--- src/design/pixel_cluster_centroid_core_assert.svh ---
// Assertion macros for the pixel cluster centroid core.
`ifndef PIXEL_CLUSTER_CENTROID_CORE_ASSERT_SVH
`define PIXEL_CLUSTER_CENTROID_CORE_ASSERT_SVH
`ifndef SYNTHESIS
// Same-cycle implication
`define PCC_ASSERT_IMPL(label, clk, rst_n, ante, cons) \
	label: assert property (@(posedge clk) disable iff (!rst_n) (ante) |-> (cons)) \
		else $error("pixel cluster centroid check failed");
// Next-cycle implication
`define PCC_ASSERT_NEXT(label, clk, rst_n, ante, cons) \
	label: assert property (@(posedge clk) disable iff (!rst_n) (ante) |=> (cons)) \
		else $error("pixel cluster centroid check failed");
`else
`define PCC_ASSERT_IMPL(label, clk, rst_n, ante, cons)
`define PCC_ASSERT_NEXT(label, clk, rst_n, ante, cons)
`endif
`endif

--- src/design/pcc_pkg.sv ---
// Shared types, constants and coordinate maps of the pixel cluster centroid core.
package pcc_pkg;

	// Quotient bits of the shift divider
	localparam int QW = 24;

	// Highest valid column index
	localparam logic [4:0] COL_LAST = 5'd17;

	// Bit positions in cluster_status
	localparam int STAT_BAD_COL  = 0;
	localparam int STAT_OVERFLOW = 1;

	// Saturation bounds of the shift results
	localparam logic signed [QW-1:0] SHIFT_MAX = 24'sh7FFFFF;
	localparam logic signed [QW-1:0] SHIFT_MIN = 24'sh800000;

	// Controller to datapath commands
	typedef struct packed {
		logic take;      // accept the item on the input ports
		logic axis;      // 0: x, 1: y
		logic ld_mul;    // seed times signal sum
		logic ld_prep;   // form divider numerator and divisor
		logic div_init;  // overflow check and first partial remainder
		logic div_step;  // one restoring division step
		logic store;     // store the finished shift of the selected axis
		logic emit;      // present the result, clear the cluster
	} cmd_t;

	// Datapath to controller status
	typedef struct packed {
		logic pipe_busy; // pixels still in the accumulate pipeline
	} stat_t;

	// Column index to x in micrometres (valid columns only)
	function automatic logic [12:0] col_to_x(input logic [4:0] col);
		logic [12:0] x;
		if (col == 5'd0) begin
			x = 13'd300;
		end else if (col == COL_LAST) begin
			x = 13'd7300;
		end else begin
			x = 13'd400 + 13'd400 * {8'd0, col};
		end
		return x;
	endfunction

	// Row index to y in micrometres
	function automatic logic [13:0] row_to_y(input logic [7:0] row);
		return 14'd25 + 14'd50 * {6'd0, row};
	endfunction

endpackage

--- src/design/pcc_ctrl.sv ---
// Controller of the pixel cluster centroid core: intake, drain and shift sequencing.
module pcc_ctrl
	import pcc_pkg::*;
(
	input  logic  clk,
	input  logic  arst_n,
	input  logic  start,
	input  logic  last_pixel,
	input  stat_t stat,
	output cmd_t  cmd,
	output logic  busy
);

	typedef enum logic [2:0] {
		ST_IDLE,
		ST_DRAIN,
		ST_MUL,
		ST_PREP,
		ST_CHK,
		ST_DIV,
		ST_STORE,
		ST_EMIT
	} state_t;

	state_t      state_q;
	logic        busy_q;
	logic        axis_q;
	logic [4:0]  iter_q;

	// command decode
	always_comb begin
		cmd          = '0;
		cmd.take     = start & ~busy_q;
		cmd.axis     = axis_q;
		cmd.ld_mul   = (state_q == ST_MUL);
		cmd.ld_prep  = (state_q == ST_PREP);
		cmd.div_init = (state_q == ST_CHK);
		cmd.div_step = (state_q == ST_DIV);
		cmd.store    = (state_q == ST_STORE);
		cmd.emit     = (state_q == ST_EMIT);
	end

	assign busy = busy_q;

	// state and registered outputs
	always_ff @(posedge clk or negedge arst_n) begin
		if (!arst_n) begin
			state_q <= ST_IDLE;
			busy_q  <= 1'b0;
			axis_q  <= 1'b0;
			iter_q  <= '0;
		end else begin
			case (state_q)
				ST_IDLE: begin
					if (start && !busy_q && last_pixel) begin
						state_q <= ST_DRAIN;
						busy_q  <= 1'b1;
						axis_q  <= 1'b0;
					end
				end
				ST_DRAIN: begin
					if (!stat.pipe_busy) begin
						state_q <= ST_MUL;
					end
				end
				ST_MUL: begin
					state_q <= ST_PREP;
				end
				ST_PREP: begin
					state_q <= ST_CHK;
				end
				ST_CHK: begin
					state_q <= ST_DIV;
					iter_q  <= '0;
				end
				ST_DIV: begin
					iter_q <= iter_q + 5'd1;
					if (iter_q == 5'(QW - 1)) begin
						state_q <= ST_STORE;
					end
				end
				ST_STORE: begin
					if (!axis_q) begin
						axis_q  <= 1'b1;
						state_q <= ST_MUL;
					end else begin
						state_q <= ST_EMIT;
					end
				end
				ST_EMIT: begin
					state_q <= ST_IDLE;
					busy_q  <= 1'b0;
					axis_q  <= 1'b0;
				end
				default: begin
					state_q <= ST_IDLE;
					busy_q  <= 1'b0;
				end
			endcase
		end
	end

endmodule

--- src/design/pcc_datapath.sv ---
// Datapath of the pixel cluster centroid core: accumulation, seed, shared shift divider.
module pcc_datapath
	import pcc_pkg::*;
#(
	parameter int MAX_PIXELS = 64
) (
	input  logic                 clk,
	input  logic                 arst_n,
	input  cmd_t                 cmd,
	output stat_t                stat,
	input  logic [4:0]           column_index,
	input  logic [7:0]           row_index,
	input  logic signed [15:0]   pixel_signal,
	output logic                 done,
	output logic [12:0]          seed_x_um,
	output logic [13:0]          seed_y_um,
	output logic signed [QW-1:0] shift_x,
	output logic signed [QW-1:0] shift_y,
	output logic [1:0]           cluster_status
);

	localparam int CNT_W = $clog2(MAX_PIXELS + 1);
	localparam int SUM_W = 16 + CNT_W;
	localparam int WX_W  = SUM_W + 13;
	localparam int WY_W  = SUM_W + 14;
	localparam int PR_W  = SUM_W + 15;
	localparam int DF_W  = SUM_W + 16;
	localparam int NW    = DF_W + 10;
	localparam int DW    = SUM_W + 1;
	localparam int HI_W  = NW - QW;

	// cluster state
	logic [CNT_W-1:0]        cnt_q;
	logic [1:0]              flags_q;
	logic signed [15:0]      best_sig_q;
	logic [12:0]             best_x_q;
	logic [13:0]             best_y_q;
	logic signed [WX_W-1:0]  wx_q;
	logic signed [WY_W-1:0]  wy_q;
	logic signed [SUM_W-1:0] ssum_q;

	// accumulate pipeline
	logic                    v_s1;
	logic                    first_s1;
	logic signed [15:0]      sig_s1;
	logic [12:0]             x_s1;
	logic [13:0]             y_s1;
	logic                    v_s2;
	logic signed [29:0]      px_s2;
	logic signed [30:0]      py_s2;
	logic signed [15:0]      sig_s2;

	// shift computation
	logic signed [PR_W-1:0]  w_q;
	logic signed [PR_W-1:0]  prod_q;
	logic [NW-1:0]           n_q;
	logic [DW-1:0]           d_q;
	logic                    neg_q;
	logic                    ovf_q;
	logic [DW-1:0]           rem_q;
	logic [QW-1:0]           nlo_q;
	logic [QW-1:0]           q_q;

	// result registers
	logic                    done_q;
	logic [12:0]             seed_x_q;
	logic [13:0]             seed_y_q;
	logic signed [QW-1:0]    shift_x_q;
	logic signed [QW-1:0]    shift_y_q;
	logic [1:0]              status_q;

	logic                    col_bad;
	logic                    full;
	logic                    use_pix;
	logic signed [PR_W-1:0]  w_sel;
	logic [13:0]             seed_sel;
	logic signed [DF_W-1:0]  diff;
	logic [DF_W-1:0]         an;
	logic [SUM_W-1:0]        ad;
	logic [DW:0]             rem2;
	logic                    ge;
	logic                    zero_shift;
	logic signed [QW-1:0]    shift_res;

	// intake classification
	assign col_bad = column_index > COL_LAST;
	assign full    = cnt_q >= CNT_W'(MAX_PIXELS);
	assign use_pix = cmd.take && !col_bad && !full;

	assign stat.pipe_busy = v_s1 | v_s2;

	// counter, flags, seed and sums
	always_ff @(posedge clk or negedge arst_n) begin
		if (!arst_n) begin
			cnt_q      <= '0;
			flags_q    <= '0;
			best_sig_q <= 16'sh8000;
			best_x_q   <= '0;
			best_y_q   <= '0;
			wx_q       <= '0;
			wy_q       <= '0;
			ssum_q     <= '0;
			v_s1       <= 1'b0;
			v_s2       <= 1'b0;
		end else if (cmd.emit) begin
			cnt_q      <= '0;
			flags_q    <= '0;
			best_sig_q <= 16'sh8000;
			best_x_q   <= '0;
			best_y_q   <= '0;
			wx_q       <= '0;
			wy_q       <= '0;
			ssum_q     <= '0;
			v_s1       <= 1'b0;
			v_s2       <= 1'b0;
		end else begin
			if (cmd.take && col_bad) begin
				flags_q[STAT_BAD_COL] <= 1'b1;
			end else if (cmd.take && full) begin
				flags_q[STAT_OVERFLOW] <= 1'b1;
			end
			if (use_pix) begin
				cnt_q <= cnt_q + CNT_W'(1);
			end
			v_s1 <= use_pix;
			v_s2 <= v_s1;
			// seed: first pixel, or strictly stronger
			if (v_s1 && (first_s1 || sig_s1 > best_sig_q)) begin
				best_sig_q <= sig_s1;
				best_x_q   <= x_s1;
				best_y_q   <= y_s1;
			end
			if (v_s2) begin
				wx_q   <= wx_q + WX_W'(px_s2);
				wy_q   <= wy_q + WY_W'(py_s2);
				ssum_q <= ssum_q + SUM_W'(sig_s2);
			end
		end
	end

	// pipeline payload: map coordinates, then weight them
	always_ff @(posedge clk) begin
		if (use_pix) begin
			first_s1 <= (cnt_q == '0);
			sig_s1   <= pixel_signal;
			x_s1     <= col_to_x(column_index);
			y_s1     <= row_to_y(row_index);
		end
		if (v_s1) begin
			px_s2  <= 30'(sig_s1) * 30'($signed({1'b0, x_s1}));
			py_s2  <= 31'(sig_s1) * 31'($signed({1'b0, y_s1}));
			sig_s2 <= sig_s1;
		end
	end

	// operand selection for the shared shift unit
	assign w_sel    = cmd.axis ? PR_W'(wy_q) : PR_W'(wx_q);
	assign seed_sel = cmd.axis ? best_y_q : {1'b0, best_x_q};
	assign diff     = DF_W'(w_q) - DF_W'(prod_q);
	assign an       = diff[DF_W-1] ? DF_W'(-diff) : DF_W'(diff);
	assign ad       = ssum_q[SUM_W-1] ? SUM_W'(-ssum_q) : SUM_W'(ssum_q);

	// restoring division step
	assign rem2 = {rem_q, nlo_q[QW-1]};
	assign ge   = rem2 >= {1'b0, d_q};

	// rounding already folded in; saturate and apply sign
	assign zero_shift = (ssum_q == '0) || (cnt_q <= CNT_W'(1));
	always_comb begin
		if (zero_shift) begin
			shift_res = '0;
		end else if (ovf_q || q_q[QW-1]) begin
			shift_res = neg_q ? SHIFT_MIN : SHIFT_MAX;
		end else if (neg_q) begin
			shift_res = -$signed(q_q);
		end else begin
			shift_res = $signed(q_q);
		end
	end

	// shift unit registers
	always_ff @(posedge clk) begin
		if (cmd.ld_mul) begin
			w_q    <= w_sel;
			prod_q <= PR_W'($signed({1'b0, seed_sel})) * PR_W'(ssum_q);
		end
		if (cmd.ld_prep) begin
			n_q   <= NW'({an, 9'd0}) + NW'(ad);
			d_q   <= {ad, 1'b0};
			neg_q <= diff[DF_W-1] ^ ssum_q[SUM_W-1];
		end
		if (cmd.div_init) begin
			ovf_q <= n_q[NW-1:QW] >= HI_W'(d_q);
			rem_q <= n_q[QW+DW-1:QW];
			nlo_q <= n_q[QW-1:0];
			q_q   <= '0;
		end
		if (cmd.div_step) begin
			rem_q <= ge ? DW'(rem2 - {1'b0, d_q}) : rem2[DW-1:0];
			nlo_q <= {nlo_q[QW-2:0], 1'b0};
			q_q   <= {q_q[QW-2:0], ge};
		end
	end

	// result payload
	always_ff @(posedge clk) begin
		if (cmd.store && !cmd.axis) begin
			shift_x_q <= shift_res;
		end
		if (cmd.store && cmd.axis) begin
			shift_y_q <= shift_res;
		end
		if (cmd.emit) begin
			seed_x_q <= best_x_q;
			seed_y_q <= best_y_q;
			status_q <= flags_q;
		end
	end

	// result strobe
	always_ff @(posedge clk or negedge arst_n) begin
		if (!arst_n) begin
			done_q <= 1'b0;
		end else begin
			done_q <= cmd.emit;
		end
	end

	assign done           = done_q;
	assign seed_x_um      = seed_x_q;
	assign seed_y_um      = seed_y_q;
	assign shift_x        = shift_x_q;
	assign shift_y        = shift_y_q;
	assign cluster_status = status_q;

endmodule

--- src/design/pixel_cluster_centroid_core.sv ---
// Top level of the pixel cluster centroid core: controller plus datapath.
//
// Usage:
//   Pixels of one cluster enter on column_index, row_index, pixel_signal and
//   last_pixel; an item is taken at a clock edge with start high and busy low.
//   Pixels that are not last are taken every cycle, busy stays low.
//   The last pixel raises busy. The block drains its two-stage accumulate
//   pipeline, then runs the shared 24-step restoring divider once for x and
//   once for y. The result (seed_x_um, seed_y_um, shift_x, shift_y,
//   cluster_status) is shown for one cycle with done high; busy is low again
//   in that cycle, so the next cluster may start at once.
//   The receiver cannot hold results off; it must take done when it comes.
//   Reset (arst_n low) clears the cluster state, the controller and done.
//   Columns above 17 and pixels beyond MAX_PIXELS are dropped and flagged in
//   cluster_status; their last marker still closes the cluster.
`include "pixel_cluster_centroid_core_assert.svh"
module pixel_cluster_centroid_core
	import pcc_pkg::*;
#(
	parameter int MAX_PIXELS = 64
) (
	input  logic                 clk,
	input  logic                 arst_n,
	input  logic                 start,
	output logic                 busy,
	input  logic [4:0]           column_index,
	input  logic [7:0]           row_index,
	input  logic signed [15:0]   pixel_signal,
	input  logic                 last_pixel,
	output logic                 done,
	output logic [12:0]          seed_x_um,
	output logic [13:0]          seed_y_um,
	output logic signed [QW-1:0] shift_x,
	output logic signed [QW-1:0] shift_y,
	output logic [1:0]           cluster_status
);

	cmd_t  cmd;
	stat_t stat;

	pcc_ctrl u_ctrl (
		.clk        (clk),
		.arst_n     (arst_n),
		.start      (start),
		.last_pixel (last_pixel),
		.stat       (stat),
		.cmd        (cmd),
		.busy       (busy)
	);

	pcc_datapath #(
		.MAX_PIXELS (MAX_PIXELS)
	) u_dp (
		.clk            (clk),
		.arst_n         (arst_n),
		.cmd            (cmd),
		.stat           (stat),
		.column_index   (column_index),
		.row_index      (row_index),
		.pixel_signal   (pixel_signal),
		.done           (done),
		.seed_x_um      (seed_x_um),
		.seed_y_um      (seed_y_um),
		.shift_x        (shift_x),
		.shift_y        (shift_y),
		.cluster_status (cluster_status)
	);

	// busy only rises after a last pixel was taken
	`PCC_ASSERT_IMPL(a_busy_rise, clk, arst_n, $rose(busy), $past(start && last_pixel))
	// the shift computation starts on a drained pipeline only
	`PCC_ASSERT_IMPL(a_mul_drained, clk, arst_n, cmd.ld_mul, !stat.pipe_busy)
	// each cluster end gives one result strobe, one cycle long
	`PCC_ASSERT_NEXT(a_emit_done, clk, arst_n, cmd.emit, done && !busy)
	`PCC_ASSERT_NEXT(a_done_single, clk, arst_n, done, !done)

endmodule
--- config.mk ---
export PLATFORM = sky130hd
export DESIGN_NAME = pixel_cluster_centroid_core
export DESIGN_NICKNAME = d
export VERILOG_FILES = /design/src/design/pcc_pkg.sv /design/src/design/pcc_ctrl.sv /design/src/design/pcc_datapath.sv /design/src/design/pixel_cluster_centroid_core.sv
export VERILOG_INCLUDE_DIRS = /design/src /design/src/design
export SDC_FILE = /design/constraint.sdc
export NUM_CORES = 2
export LEC_CHECK = 0
export ABC_AREA = 1
export BUFFER_PORTS_ARGS = -buffer_cell sky130_fd_sc_hd__buf_2
export CORE_ASPECT_RATIO = 1.2
export CORE_MARGIN = 1
export CORE_UTILIZATION = 50
export CTS_CLUSTER_DIAMETER = 80
export DETAILED_ROUTE_END_ITERATION = 10
export PLACE_DENSITY = 0.66
export SYNTH_ARGS = -nofsm -noshare
export SYNTH_HDL_FRONTEND = slang
export SYNTH_SLANG_ARGS = --single-unit
--- constraint.sdc ---
create_clock -name clk -period 11.1 [get_ports clk]
set_input_delay 2.22 -clock clk [delete_from_list [all_inputs] [get_ports clk]]
set_output_delay 2.22 -clock clk [all_outputs]
set_load 0.05 [all_outputs]
==> out/results.tsv <==
metric	value	unit
cts-root-buf	clkbuf_16	
clk_latency	680	ps
place_congestion	1.005	
fin_setup_tns	0	ps
synth-edff-count	401	
required	11510	ps
synth.distinct_cells	63	
setup_violations	0	
path_class	reg2reg	
grt_max_degree	76	
drive_gt1_share	4.950	%
crit_start	u_dp.ssum_q[22]$_DFFE_PN0N_	
multi_input_area	37900	um^2
r2r_end	u_dp.prod_q[37]$_DFFE_PP_	
layout.nets	8465	
layout_commonest_cell	nand2_1	
synthCells	7217	
syn_area	60550	um^2
io_buffers	109	
cts_tree	yes	
overflow	0	
start_util	50.53	%
row_count	139	
avgSynthCellArea	8.390	um^2
cts_sinks	559	
layout_common_cells	nand2_1 (1,544), inv_1 (1,539), fa_1 (691)	
endpoint_kind	flip-flop	
rsz0062_at_grt	no	
wl_per_cell	18.92	um
firstDrtPassIters	8	
worstHoldPathType	reg2reg	
clk_path_buf_depth	3	
maxSlewViolCount	0	
fmax	116.3	MHz
final_hold_viol_count	0	
antenna_found_initial	3	
reg2reg_setup_slack	2500	ps
post-route-period-util	77.45	%
cts_inserted_buffers	66	
async_flop_share	28.09	%
die_y	383.2	um
synth_top_flop_cell	edfxtp_1	
core_area	119800	um^2
rr_startpoint	u_dp.ssum_q[22]$_DFFE_PN0N_	
fin_crit	8596	ps
die_x	319.7	um
ctsHoldBuffers	0	
worst_slew_pin_slew	1327	ps
drtAntennaViolNets	0	
dp_hpwl	134900	um
synth-seq-cells	559	
die_area	122500	um^2
num_io_pins	112	
htreeDepth	3	
wirelength	167000	um
viasPerCell	5.378	
max_cap_viol_count	0	
route.detailed.drc	0	
grt_pass1_wl	265000	um
crit_path_end	u_dp.prod_q[37]$_DFFE_PP_	
clk_pin_slew	60	ps
slew_headroom	11.34	%
fill_cells	11050	
area_delta_synth_final	6.933	%
status	finished clean	
seq_area_frac_synth	26.41	%
dr_total_vias	47460	
grtUsageTotal	27.86	%
yosys_warnings	0	
cts_resized	0	
grt_pass1_vias	49410	
path_max_fanout	22	
worstPathArrival	9000	ps
worstSetupStartpointType	flip-flop	
reg2reg_depth	18	
fin_worst_skew	38.65	ps
first_iter_violations	2872	
cts_setup_buffers	0	
ff_latch_area	16000	um^2
## stage by stage
stage               utilization [%]  cell area [um^2]  hold WS (ps)  worst slack, ps  cells
finish                        54.03             64750         450.5             2504   8825
floorplan                         -             60560         424.4             4141   7219
global placement              52.25             62610         436.4             2743   8702
global route                  54.03             64750         458.0             2343   8825
CTS                           54.03             64740         452.7             2700   8823
detailed placement            52.25             62610         438.2             2662   8702
## Yosys cell counts, types with 6 or more instances
library cell | n | share of area [%]
xor2_1 | 175 | 2.5
nor2_2 | 17 | 0.18
xnor2_1 | 89 | 1.3
a31oi_1 | 25 | 0.26
clkinv_1 | 16 | 0.099
a21o_1 | 13 | 0.16
nand3_1 | 216 | 1.8
fa_1 | 691 | 23
inv_1 | 1542 | 9.6
inv_2 | 7 | 0.043
nand4_1 | 46 | 0.48
nand2_1 | 1547 | 9.6
o21ai_1 | 9 | 0.074
clkbuf_1 | 208 | 1.3
o31ai_1 | 18 | 0.22
a211oi_1 | 9 | 0.11
a21oi_1 | 343 | 2.8
o22ai_1 | 48 | 0.50
nor4_1 | 15 | 0.15
o221ai_1 | 6 | 0.087
ha_1 | 522 | 11
a21boi_0 | 16 | 0.20
o21a_1 | 9 | 0.11
nand3_2 | 9 | 0.15
a22o_1 | 17 | 0.25
or2_2 | 11 | 0.11
edfxtp_1 | 401 | 20
buf_1 | 8 | 0.050
o21ai_0 | 304 | 2.5
nand2_2 | 31 | 0.32
nor2_4 | 8 | 0.15
dfrtp_1 | 156 | 6.4
nor3_1 | 50 | 0.41
nand3b_1 | 11 | 0.14
o21bai_1 | 16 | 0.20
nor2_1 | 553 | 3.4
o211ai_1 | 10 | 0.12
## cell families (layout without fill, tap and decap cells)
| family | after synthesis | count (layout) | share of synthesized area [%] |
|---|---|---|---|
| simple gates | 2529 | 2529 | 17.07 |
| fa+ha+maj | 1213 | 1213 | 33.63 |
| buf+inv | 1788 | 1841 | 11.12 |
| other cells | 1 | 5 | 0.006193 |
| compound gates | 862 | 862 | 7.912 |
| flops | 559 | 559 | 26.41 |
| xor+xnor | 265 | 265 | 3.846 |
## registers in the layout, summed over array words and instances (netlist names), 28 cells and up
register / flops
u_dp.py_s2: 30
u_dp.px_s2: 28
u_dp.w_q: 37
u_dp.prod_q: 38
u_dp.wy_q: 37
u_dp.n_q: 49
u_dp.wx_q: 34
## routing by layer
layer  up-vias  track usage, %  wire length [um]
met1     23280           31.70             64660
met3       425           3.610              7784
met2      1285           50.81             84970
met4         2           14.48              9578
met5         -               0                12
li1      22470               -                 -
## worst min-delay path by stage
stage	end	cells after the start	from
finish	u_dp.cluster_status[1]$_DFFE_PP_	0	u_dp.flags_q[1]$_DFFE_PN0P_
detailed placement	u_dp.cluster_status[1]$_DFFE_PP_	0	u_dp.flags_q[1]$_DFFE_PN0P_
CTS	u_dp.cluster_status[1]$_DFFE_PP_	0	u_dp.flags_q[1]$_DFFE_PN0P_
global route	u_dp.seed_y_um[4]$_DFFE_PP_	0	u_dp.best_y_q[4]$_DFFE_PN0P_
global placement	u_dp.cluster_status[0]$_DFFE_PP_	0	u_dp.flags_q[0]$_DFFE_PN0P_
floorplan	u_dp.sig_s2[0]$_DFFE_PP_	0	u_dp.sig_s1[0]$_DFFE_PP_
## area by class of cell
type,instances,area share [%]
Clock buffer,88,2.773
Antenna cell,2,0.007730
Timing Repair Buffer,155,1.386
Sequential cell,559,24.71
Clock inverter,33,0.5237
Tap cell,1551,2.997
Inverter,1565,9.073
Multi-Input combinational cell,4872,58.53
## worst max-delay path, cell delays in order (launching register included)
cell       delay, ps
dfrtp_1          970
inv_1            760
nor2_1           910
fa_1             720
fa_1             620
fa_1             440
fa_1             520
fa_1             550
inv_1             50
fa_1             490
inv_1             40
ha_1             360
a21oi_1          190
inv_1             60
a21oi_1          180
nor4_1            80
a2111oi_0        910
o2111ai_1        270
xnor2_1          200
Power is left out: the tool's default activity adds up to more than one toggle a clock period on the data nets, which glitch-free logic cannot reach.
